$ cat src/bsc_pkg.sv
// Shared constants and types for the 24-to-8 bit block scaler.
package bsc_pkg;

  localparam int BLOCK_DEPTH = 64;
  localparam int SAMPLE_W    = 24;
  localparam int PEAK_W      = SAMPLE_W - 1;
  localparam int OUT_W       = 8;
  localparam int SHIFT_W     = 5;
  localparam int PEAK_LIMIT  = 128;
  localparam int IDX_W       = (BLOCK_DEPTH > 1) ? $clog2(BLOCK_DEPTH) : 1;
  localparam int CNT_W       = $clog2(BLOCK_DEPTH + 1);
  // two banks: one filling while the other drains
  localparam int NUM_BANKS   = 2;
  localparam int RAM_DEPTH   = NUM_BANKS * (2 ** IDX_W);
  localparam int RAM_AW      = IDX_W + 1;

  typedef struct packed {
    logic signed [SAMPLE_W-1:0] sample_value;
    logic                       last_sample;
  } sample_t;

  typedef struct packed {
    logic signed [OUT_W-1:0] compressed_sample;
    logic [SHIFT_W-1:0]      shift_amount;
    logic                    last_out;
    logic                    overflowed;
  } result_t;

  // one completed block handed from front to back
  typedef struct packed {
    logic               bank;
    logic [CNT_W-1:0]   count;
    logic [SHIFT_W-1:0] shift_amount;
    logic               overflowed;
  } desc_t;

endpackage

$ cat src/block_scale_24_to_8.sv
// Top level of the block floating-point scaler, 24-bit samples in, 8-bit samples out.
//
//   channel   dir   valid/stall                payload
//   input     in    in_valid_i / in_stall_o    sample_t  (sample_value, last_sample)
//   output    out   out_valid_o / out_stall_i  result_t  (compressed_sample, shift_amount,
//                                                         last_out, overflowed)
//
// Samples are written to the RAM as they are accepted. After the last sample the
// shift search halves the peak once per bit of shift, with the input stalled.
// Each sample is emitted by a RAM read followed by the output register load, and
// the next read waits for that load. Two banks let one block load while the previous drains;
// the input stalls while both banks hold unsent blocks. No clearing pass after reset.
module block_scale_24_to_8 import bsc_pkg::*; (
  input  logic    clk_i,
  input  logic    rst_ni,
  input  logic    in_valid_i,
  input  sample_t in_data_i,
  output logic    in_stall_o,
  output logic    out_valid_o,
  output result_t out_data_o,
  input  logic    out_stall_i
);

  logic                q_full, q_empty, push, pop;
  desc_t               push_desc, head;
  logic                ram_we, ram_re;
  logic [RAM_AW-1:0]   ram_waddr, ram_raddr;
  logic [SAMPLE_W-1:0] ram_wdata, ram_rdata;

  bsc_front u_front (
    .clk_i       (clk_i),
    .rst_ni      (rst_ni),
    .in_valid_i  (in_valid_i),
    .in_data_i   (in_data_i),
    .in_stall_o  (in_stall_o),
    .q_full_i    (q_full),
    .push_o      (push),
    .push_desc_o (push_desc),
    .ram_we_o    (ram_we),
    .ram_waddr_o (ram_waddr),
    .ram_wdata_o (ram_wdata)
  );

  bsc_queue u_queue (
    .clk_i       (clk_i),
    .rst_ni      (rst_ni),
    .push_i      (push),
    .push_desc_i (push_desc),
    .pop_i       (pop),
    .head_o      (head),
    .full_o      (q_full),
    .empty_o     (q_empty)
  );

  bsc_ram #(
    .WIDTH (SAMPLE_W),
    .DEPTH (RAM_DEPTH)
  ) u_ram (
    .clk_i   (clk_i),
    .we_i    (ram_we),
    .waddr_i (ram_waddr),
    .wdata_i (ram_wdata),
    .re_i    (ram_re),
    .raddr_i (ram_raddr),
    .rdata_o (ram_rdata)
  );

  bsc_back u_back (
    .clk_i       (clk_i),
    .rst_ni      (rst_ni),
    .head_i      (head),
    .empty_i     (q_empty),
    .pop_o       (pop),
    .ram_re_o    (ram_re),
    .ram_raddr_o (ram_raddr),
    .ram_rdata_i (ram_rdata),
    .out_valid_o (out_valid_o),
    .out_data_o  (out_data_o),
    .out_stall_i (out_stall_i)
  );

endmodule

$ cat src/bsc_ram.sv
// Generic single-write, single-read RAM with registered read data.
module bsc_ram #(
  parameter int WIDTH = 8,
  parameter int DEPTH = 16
) (
  input  logic                     clk_i,
  input  logic                     we_i,
  input  logic [$clog2(DEPTH)-1:0] waddr_i,
  input  logic [WIDTH-1:0]         wdata_i,
  input  logic                     re_i,
  input  logic [$clog2(DEPTH)-1:0] raddr_i,
  output logic [WIDTH-1:0]         rdata_o
);

  logic [WIDTH-1:0] mem_q [DEPTH];
  logic [WIDTH-1:0] rdata_q;

  always_ff @(posedge clk_i) begin
    if (we_i) begin
      mem_q[waddr_i] <= wdata_i;
    end
    if (re_i) begin
      rdata_q <= mem_q[raddr_i];
    end
  end

  assign rdata_o = rdata_q;

endmodule

$ cat src/bsc_front.sv
// Front end: stores samples, tracks the block peak and finds the block shift.
module bsc_front import bsc_pkg::*; (
  input  logic                clk_i,
  input  logic                rst_ni,
  input  logic                in_valid_i,
  input  sample_t             in_data_i,
  output logic                in_stall_o,
  input  logic                q_full_i,
  output logic                push_o,
  output desc_t               push_desc_o,
  output logic                ram_we_o,
  output logic [RAM_AW-1:0]   ram_waddr_o,
  output logic [SAMPLE_W-1:0] ram_wdata_o
);

  typedef enum logic [1:0] {
    FS_LOAD = 2'b01,
    FS_NORM = 2'b10
  } front_state_e;

  front_state_e       state_q, state_d;
  logic [CNT_W-1:0]   count_q, count_d;
  logic [PEAK_W-1:0]  peak_q, peak_d;
  logic [SHIFT_W-1:0] shift_q, shift_d;
  logic               drop_q, drop_d;
  logic               bank_q, bank_d;

  logic              accept;
  logic              room;
  logic [PEAK_W-1:0] mag;

  assign in_stall_o = (state_q != FS_LOAD) || q_full_i;
  assign accept     = in_valid_i && !in_stall_o;
  assign room       = count_q < CNT_W'(BLOCK_DEPTH);
  // ones' complement of a negative sample keeps the magnitude in 23 bits
  assign mag = in_data_i.sample_value[SAMPLE_W-1] ? ~in_data_i.sample_value[PEAK_W-1:0]
                                                  : in_data_i.sample_value[PEAK_W-1:0];

  assign ram_we_o    = accept && room;
  assign ram_waddr_o = {bank_q, count_q[IDX_W-1:0]};
  assign ram_wdata_o = in_data_i.sample_value;

  assign push_desc_o.bank         = bank_q;
  assign push_desc_o.count        = count_q;
  assign push_desc_o.shift_amount = shift_q;
  assign push_desc_o.overflowed   = drop_q;

  always_comb begin
    state_d = state_q;
    count_d = count_q;
    peak_d  = peak_q;
    shift_d = shift_q;
    drop_d  = drop_q;
    bank_d  = bank_q;
    push_o  = 1'b0;
    case (state_q)
      FS_LOAD: begin
        if (accept) begin
          if (room) begin
            count_d = count_q + CNT_W'(1);
            if (mag > peak_q) begin
              peak_d = mag;
            end
          end else begin
            drop_d = 1'b1;
          end
          if (in_data_i.last_sample) begin
            shift_d = '0;
            state_d = FS_NORM;
          end
        end
      end
      FS_NORM: begin
        // one bit of shift per cycle until the peak fits a signed byte
        if (peak_q >= PEAK_W'(PEAK_LIMIT)) begin
          peak_d  = peak_q >> 1;
          shift_d = shift_q + SHIFT_W'(1);
        end else begin
          push_o  = 1'b1;
          count_d = '0;
          peak_d  = '0;
          drop_d  = 1'b0;
          bank_d  = ~bank_q;
          state_d = FS_LOAD;
        end
      end
      default: begin
        state_d = FS_LOAD;
      end
    endcase
  end

  always_ff @(posedge clk_i or negedge rst_ni) begin
    if (!rst_ni) begin
      state_q <= FS_LOAD;
      count_q <= '0;
      peak_q  <= '0;
      shift_q <= '0;
      drop_q  <= 1'b0;
      bank_q  <= 1'b0;
    end else begin
      state_q <= state_d;
      count_q <= count_d;
      peak_q  <= peak_d;
      shift_q <= shift_d;
      drop_q  <= drop_d;
      bank_q  <= bank_d;
    end
  end

endmodule

$ cat src/bsc_queue.sv
// Two-entry block queue between front and back; an entry stays until its block is fully read out.
module bsc_queue import bsc_pkg::*; (
  input  logic  clk_i,
  input  logic  rst_ni,
  input  logic  push_i,
  input  desc_t push_desc_i,
  input  logic  pop_i,
  output desc_t head_o,
  output logic  full_o,
  output logic  empty_o
);

  localparam int QCNT_W = $clog2(NUM_BANKS + 1);

  desc_t             entry_q [NUM_BANKS];
  logic              wr_ptr_q, rd_ptr_q;
  logic [QCNT_W-1:0] cnt_q;

  assign full_o  = cnt_q == QCNT_W'(NUM_BANKS);
  assign empty_o = cnt_q == '0;
  assign head_o  = entry_q[rd_ptr_q];

  always_ff @(posedge clk_i) begin
    if (push_i) begin
      entry_q[wr_ptr_q] <= push_desc_i;
    end
  end

  always_ff @(posedge clk_i or negedge rst_ni) begin
    if (!rst_ni) begin
      wr_ptr_q <= 1'b0;
      rd_ptr_q <= 1'b0;
      cnt_q    <= '0;
    end else begin
      if (push_i) begin
        wr_ptr_q <= ~wr_ptr_q;
      end
      if (pop_i) begin
        rd_ptr_q <= ~rd_ptr_q;
      end
      if (push_i && !pop_i) begin
        cnt_q <= cnt_q + QCNT_W'(1);
      end else if (pop_i && !push_i) begin
        cnt_q <= cnt_q - QCNT_W'(1);
      end
    end
  end

endmodule

$ cat src/bsc_back.sv
// Back end: reads a stored block back, scales each sample and holds the output register.
module bsc_back import bsc_pkg::*; (
  input  logic                clk_i,
  input  logic                rst_ni,
  input  desc_t               head_i,
  input  logic                empty_i,
  output logic                pop_o,
  output logic                ram_re_o,
  output logic [RAM_AW-1:0]   ram_raddr_o,
  input  logic [SAMPLE_W-1:0] ram_rdata_i,
  output logic                out_valid_o,
  output result_t             out_data_o,
  input  logic                out_stall_i
);

  typedef enum logic [1:0] {
    BS_READ = 2'b01,
    BS_DATA = 2'b10
  } back_state_e;

  back_state_e      state_q, state_d;
  logic [IDX_W-1:0] idx_q, idx_d;
  logic             out_valid_q, out_valid_d;
  result_t          out_q;

  logic                       load;
  logic                       last;
  logic signed [SAMPLE_W-1:0] scaled;

  assign ram_raddr_o = {head_i.bank, idx_q};
  assign scaled      = $signed(ram_rdata_i) >>> head_i.shift_amount;
  assign last        = (CNT_W'(idx_q) + CNT_W'(1)) == head_i.count;

  always_comb begin
    state_d  = state_q;
    idx_d    = idx_q;
    ram_re_o = 1'b0;
    load     = 1'b0;
    pop_o    = 1'b0;
    case (state_q)
      BS_READ: begin
        if (!empty_i) begin
          ram_re_o = 1'b1;
          state_d  = BS_DATA;
        end
      end
      BS_DATA: begin
        // read data holds until the output register frees up
        if (!out_valid_q || !out_stall_i) begin
          load    = 1'b1;
          state_d = BS_READ;
          if (last) begin
            idx_d = '0;
            pop_o = 1'b1;
          end else begin
            idx_d = idx_q + IDX_W'(1);
          end
        end
      end
      default: begin
        state_d = BS_READ;
      end
    endcase
  end

  assign out_valid_d = load || (out_valid_q && out_stall_i);

  always_ff @(posedge clk_i) begin
    if (load) begin
      out_q.compressed_sample <= scaled[OUT_W-1:0];
      out_q.shift_amount      <= head_i.shift_amount;
      out_q.last_out          <= last;
      out_q.overflowed        <= head_i.overflowed;
    end
  end

  always_ff @(posedge clk_i or negedge rst_ni) begin
    if (!rst_ni) begin
      state_q     <= BS_READ;
      idx_q       <= '0;
      out_valid_q <= 1'b0;
    end else begin
      state_q     <= state_d;
      idx_q       <= idx_d;
      out_valid_q <= out_valid_d;
    end
  end

  assign out_valid_o = out_valid_q;
  assign out_data_o  = out_q;

endmodule

$ cat config.mk
export PLATFORM = sky130hd
export DESIGN_NAME = block_scale_24_to_8
export DESIGN_NICKNAME = d
export VERILOG_FILES = /design/src/bsc_pkg.sv /design/src/block_scale_24_to_8.sv /design/src/bsc_ram.sv /design/src/bsc_front.sv /design/src/bsc_queue.sv /design/src/bsc_back.sv
export SDC_FILE = /design/constraint.sdc
export NUM_CORES = 2
export LEC_CHECK = 0
export BUFFER_PORTS_ARGS = -buffer_cell sky130_fd_sc_hd__buf_2
export CAP_MARGIN = 20
export CORE_UTILIZATION = 60
export DETAILED_ROUTE_END_ITERATION = 7
export GPL_ROUTABILITY_DRIVEN = 0
export HOLD_SLACK_MARGIN = 0.1
export MAX_ROUTING_LAYER = met4
export PLACE_DENSITY = 0.76
export SLEW_MARGIN = 15
export SYNTH_ARGS = -nofsm -noshare
export SYNTH_HDL_FRONTEND = slang
export SYNTH_SLANG_ARGS = --single-unit
$ cat constraint.sdc
create_clock -name clk_i -period 3.75 [get_ports clk_i]
set_clock_uncertainty 0.05 [all_clocks]
set_input_delay 0.5625 -clock clk_i [delete_from_list [all_inputs] [get_ports clk_i]]
set_output_delay 0.5625 -clock clk_i [all_outputs]
set_load 0.05 [all_outputs]
# Word-level counts from Yosys, hierarchy flattened

Memory sizes are Yosys's and may differ from the RTL's. A register that Yosys moved wholly into a read port is not among the register bits.
Cells that the tools add are included.

Shift operators: 1
Mux-type cells: 41
Reduce and logical (&&, ||, !) cells: 24
Magnitude comparators: 3
Add/sub/neg operators: 6
Equal/unequal tests: 16
Bitwise operators: 5

Operators with widths:

| kind                                                   | count |
|---|---|
| 2-to-1 mux 23 bit                                      | 4 |
| case mux 23 bit (2 select lines)                       | 1 |
| >>> shifter 24 x 5 -> 8 bit                            | 1 |
| >= comparator 23 x 8 -> 1 bit (second input constant)  | 1 |
| greater-than comparator 23 bit                         | 1 |
| NOT 23 bit                                             | 1 |
| 2-to-1 mux 22 bit                                      | 1 |
| 2-to-1 mux 7 bit                                       | 3 |
| 2-to-1 mux 1 bit                                       | 16 |
| AND reduction 4 bit                                    | 4 |
| 2-to-1 mux 5 bit                                       | 3 |
| 2-to-1 mux 2 bit                                       | 7 |
| case mux 7 bit (2 select lines)                        | 1 |
| inequality test 2 x 1 -> 1 bit (second input constant) | 6 |
| case mux 5 bit (2 select lines)                        | 1 |
| inequality test 2 bit (second input constant)          | 4 |
| case mux 2 bit (2 select lines)                        | 2 |
| adder 6 x 1 -> 7 bit (second input constant)           | 1 |
| adder 7 x 1 -> 7 bit (second input constant)           | 1 |
| == test 7 bit                                          | 1 |
| < comparator 7 bit (second input constant)             | 1 |
| adder 6 x 1 -> 6 bit (second input constant)           | 1 |
| == test 2 bit (second input constant)                  | 3 |
| 2-to-1 mux 6 bit                                       | 1 |
| other kinds (13)                                       | 30 |

Memories kept: 2
Output and inout port bits: 17
Input port bits: 29
Register bits after elaboration: 67
Bits in writable memories: 3100
Logic and storage cells: 114

Memories:

| name            | depth | bits a word | rd ports | clocked after memory_dff | write ports | RTL line        | text |
|---|---|---|---|---|---|---|---|
| u_ram.mem_q     | 128   | 24          | 1        | 1                        | 1           | bsc_ram.sv:15   | `logic [WIDTH-1:0] mem_q [DEPTH];` |
| u_queue.entry_q | 2     | 14          | 1        | 0                        | 1           | bsc_queue.sv:15 | `desc_t entry_q [NUM_BANKS];` |

# Depth between registers and ports, before layout

Word-level depth: 8
Gate-level depth with buffers: 14

# Modules after synthesis

A second synthesis with hierarchy kept.

Cell total of the unflattened synthesis: 5155
Area, all modules: 123897.6 um2

By module, submodules not included:

| module    | area an instance (um2) | seq. area each (um2) | cells each | times used |
|---|---|---|---|---|
| bsc_ram   | 117621.6               | 92969.2              | 4538       | 1 |
| bsc_front | 3066.7                 | 977.2                | 346        | 1 |
| bsc_back  | 1959.4                 | 676.9                | 211        | 1 |
| bsc_queue | 1249.9                 | 940.9                | 60         | 1 |

# Worst setup path before layout

No wires, ideal clock.

Path kind: input -> register
Start point: input in_data_i[24] in the netlist's numbering
End point: register u_front.peak_q[2]
Path slack: 182 ps
Required time: 3575 ps
Path buffers: 4
Data arrival time: 3394 ps
Stages: 13
Path through: clkbuf_1 buf_2 buf_2 xnor2_1 inv_1 ha_1 nand4_1 nor4_1 a21o_1 a31oi_1 o31ai_2 buf_2 mux2_2

Word-level cells in the longest chain between the ends: 5

RTL lines:

| item                                                                                   | RTL line                  | text |
|---|---|---|
| from (decl)                                                                            | block_scale_24_to_8.sv:17 | `input sample_t in_data_i,` |
| 2-to-1 mux 23 bit (*)                                                                  | bsc_front.sv:36           | `assign mag = in_data_i.sample_value[SAMPLE_W-1] ? ~in_data_i.sample_value[PEAK_W-1:0]` |
| parallel branches: the longest is 4 deep, another holds greater-than comparator 23 bit | -                         |  |
| to (signal assigned)                                                                   | bsc_front.sv:104          | `peak_q <= peak_d;` |
| to (decl)                                                                              | bsc_front.sv:23           | `logic [PEAK_W-1:0] peak_q, peak_d;` |

Mark *: on every way between the ends. The select of a mux whose other input is x is not followed.
A chain may end at the register's enable or synchronous reset.

==> flow_summary.ini <==
[global_routing]
antenna_found_initial = 22
grt_max_degree = 129
grt_pass1_vias = 60906
overflow = 0
grt_pass1_wl_mm = 449
gr-usage-all-layers_pct = 31.7

[run_status]
outcome = finished, final reports clean

[finish]
fin_cells = 8899
layout-drive-gt1-share_pct = 29.1
areaGrowthSynthToFinish_pct = 13.3
layout_common_cells = edfxtp_1 (3139), mux4_2 (792), mux2i_1 (391)
nNetsFinal = 6027
multiInputGateArea_mm2 = 0.0270
fin_util_pct = 68.5
design_area_mm2 = 0.140
mostFrequentLayoutCell = edfxtp_1
seq_area_mm2 = 0.0956
num-fill-cells = 11844

[critical_path]
slowest_delay_ns = 0.88
cp_max_fo = 23
cp.required_ns = 4.38
crit_path_top_delay_cell = dfrtp_4
arrival_ns = 4.08
crit_family = multiplexers
worstSetupEndpointType = register
critPathKind = register to register
crit_chain = buf_4 > buf_12 > mux4_2 > mux2i_1 > a22oi_1 > nand4_1 > nor2_1
start_kind = register
r2r_slack_ns = 0.30
cp_num_buf_inv = 2

[timing]
setup_viol = 0
worst_slack_ns = 0.295
worst_pin_slew_ns = 1.18
fmax_ghz = 0.289
fin_crit_sh_pct = 92.1
finalHoldViolations = 0
fin_crit_ns = 3.45
relSlewSlack_pct = 21.4
setup_tns_ns = 0
maxSlewViolCount = 0
hold_slack_ns = 0.141
rsz0062_at_grt = false

[floorplanning]
core_area_mm2 = 0.205
die_h_um = 456
die_x_um = 456
io_pins = 46
dieArea_mm2 = 0.208
initial_core_util_pct = 60.4
rows = 166

[power_and_ir_drop]
irDropWorstVdd_mv = 0.587
share_comb_of_total_power_pct = 7.6
power.switching_mw = 16.8
pwr-share-seq_pct = 52.8
leakage_nw = 46.6
p_per_area_mw_per_mm2 = 543
netSwitchingFraction_pct = 22.1
intPower_mw = 59.2
pwr-share-clk_pct = 39.6
total_power_mw = 76.0

[yosys]
synth_edf_count = 3139
synth_area_mm2 = 0.124
synth_ff_type = edfxtp_1
yosysWarnings = 0
ys_seq_area_share_pct = 77.3
synth.avg_cell_area_um2 = 22.6
synthCells = 5467
synth_nets = 5523
ys_types = 63
synth-seq-cells = 3191
ys_async_sr_fraction_pct = 1.63

[drt]
wire_per_inst_um = 35.7
postRouteWirelength_mm = 318
dr.pass1.iters = 8
viasPerCell = 6.94
antenna_left = 0
via_count = 61745
drcViolationCount = 0
drtIter0Drc = 10466

[cts]
cts_tree = built
cts_root_buf = clkbuf_16
clk_pin_slew_ns = 0.06
h-tree-depth = 5
numCtsBuffers = 319
insertion_delay_ns = 0.95
max-clock-path-buffers = 4
numClockSinks = 3191

[place]
dp_cells = 8315
place_ws_ns = 0.195
io_buffers = 45
post_dp_cell_area_mm2 = 0.130
hpwl_mm = 182

[hold_path]
hold_class = input port to register

[job]
drv_cap = 0
registers in the layout (all words and copies together), names as in the netlist:
register and flops:
u_queue.entry_q 28, u_queue.cnt_q 2, u_back.idx_q 6, u_front.peak_q 23, u_ram.mem_q 3072, u_ram.rdata_o 24, u_queue.wr_ptr_q 1, u_queue.rd_ptr_q 1
u_front.count_q 7, u_front.state_q 2, u_front.drop_q 1, u_front.bank_q 1, u_back.out_valid_o 1, u_back.state_q 2, u_back.out_data_o 15, u_front.shift_q 5
worst register-to-register path, cell delays in order (launching register included):
cell and delay, ns:
dfrtp_4 0.88, buf_4 0.38, buf_12 0.25, mux4_2 0.56
mux2i_1 0.42, a22oi_1 0.38, nand4_1 0.24, nor2_1 0.06
cells in the mapped netlist, types with 3 or more instances:
cell / number / area share [%]
edfxtp_1: 3139 / 76
mux4_2: 792 / 14
mux2i_1: 391 / 3.2
a22oi_1: 189 / 1.1
nor2_1: 181 / 0.55
clkbuf_1: 116 / 0.35
buf_2: 100 / 0.40
nand2_1: 70 / 0.21
nand4_1: 57 / 0.29
buf_1: 52 / 0.16
inv_1: 51 / 0.15
dfrtp_1: 50 / 1.0
xnor2_1: 28 / 0.20
ha_1: 27 / 0.27
a21oi_1: 21 / 0.085
nand3_1: 18 / 0.073
a222oi_1: 16 / 0.13
xor2_1: 16 / 0.11
buf_4: 15 / 0.091
o21ai_0: 15 / 0.061
nor3_1: 13 / 0.053
nand2b_1: 10 / 0.051
o31ai_1: 9 / 0.055
mux2_2: 8 / 0.073
nor2b_1: 8 / 0.040
nor4_1: 8 / 0.040
o21ai_1: 6 / 0.024
a221oi_1: 5 / 0.035
and3_1: 5 / 0.025
a21o_1: 3 / 0.018
a31oi_1: 3 / 0.015
buf_6: 3 / 0.027
per-layer routing:
metal / wire (µm) / GRT usage [%] / vias up / part of all wire (%)
li1: - / - / 24182 / -
met1: 112000 / 41.8 / 32393 / 35
met2: 155000 / 49.4 / 4484 / 49
met3: 35900 / 5.79 / 686 / 11
met4: 15200 / 12.9 / 0 / 4.8
met5: 0 / - / - / 0
worst paths after layout:
path	from	to	depth (start not counted)
hold / removal	in_data_i[24]	u_front.peak_q[17]$_DFFE_PN0P_	3
setup reg to reg	u_back.idx_q[0]$_DFFE_PN0P_	u_ram.rdata_o[15]$_DFFE_PP_	7
hold reg to reg	u_front.drop_q$_DFFE_PN0P_	u_queue.entry_q[0][0]$_DFFE_PP_	0
setup / recovery	u_back.idx_q[0]$_DFFE_PN0P_	u_ram.rdata_o[15]$_DFFE_PP_	7
min in group asynchronous	rst_ni	u_back.out_valid_o$_DFF_PN0_	2
max in group asynchronous	rst_ni	u_front.peak_q[19]$_DFFE_PN0P_	3
cell families after synthesis:
kind of cell / Yosys count / share of synthesized area (%)
simple gates: 384 / 1.45
xor+xnor: 45 / 0.330
flops: 3191 / 77.3
fa+ha+maj: 27 / 0.273
buf+inv: 339 / 1.19
mux: 1195 / 17.7
compound gates: 286 / 1.70
power groups by stage:
stage | Sequential (mW) | Clock [mW] | Combinational (mW)
5_1_grt | 40.1 | 31.6 | 6.04
3_3_place_gp | 40.8 | 0 | 5.55
3_5_place_dp | 40.8 | 0 | 5.67
2_1_floorplan | 40.7 | 0 | 3.28
4_1_cts | 40.1 | 30.3 | 5.75
6_report | 40.1 | 30.1 | 5.77
layout make-up:
class	instances	share of cell area, %
Antenna cell	9	0.0161
Clock buffer	428	6.24
Clock inverter	124	0.666
Inverter	53	0.142
Multi-Input combinational cell	1937	19.2
Sequential cell	3191	68.2
Tap cell	2688	2.40
Timing Repair Buffer	469	3.04
what timing repair did:
action | in CTS | in global routing
hold buffers | 22 | 0
buffers inserted | 0 | 0
hold endpoints to repair | 60 | 0
gates resized for setup | 0 | 0
(Power assumes the default switching activity.)
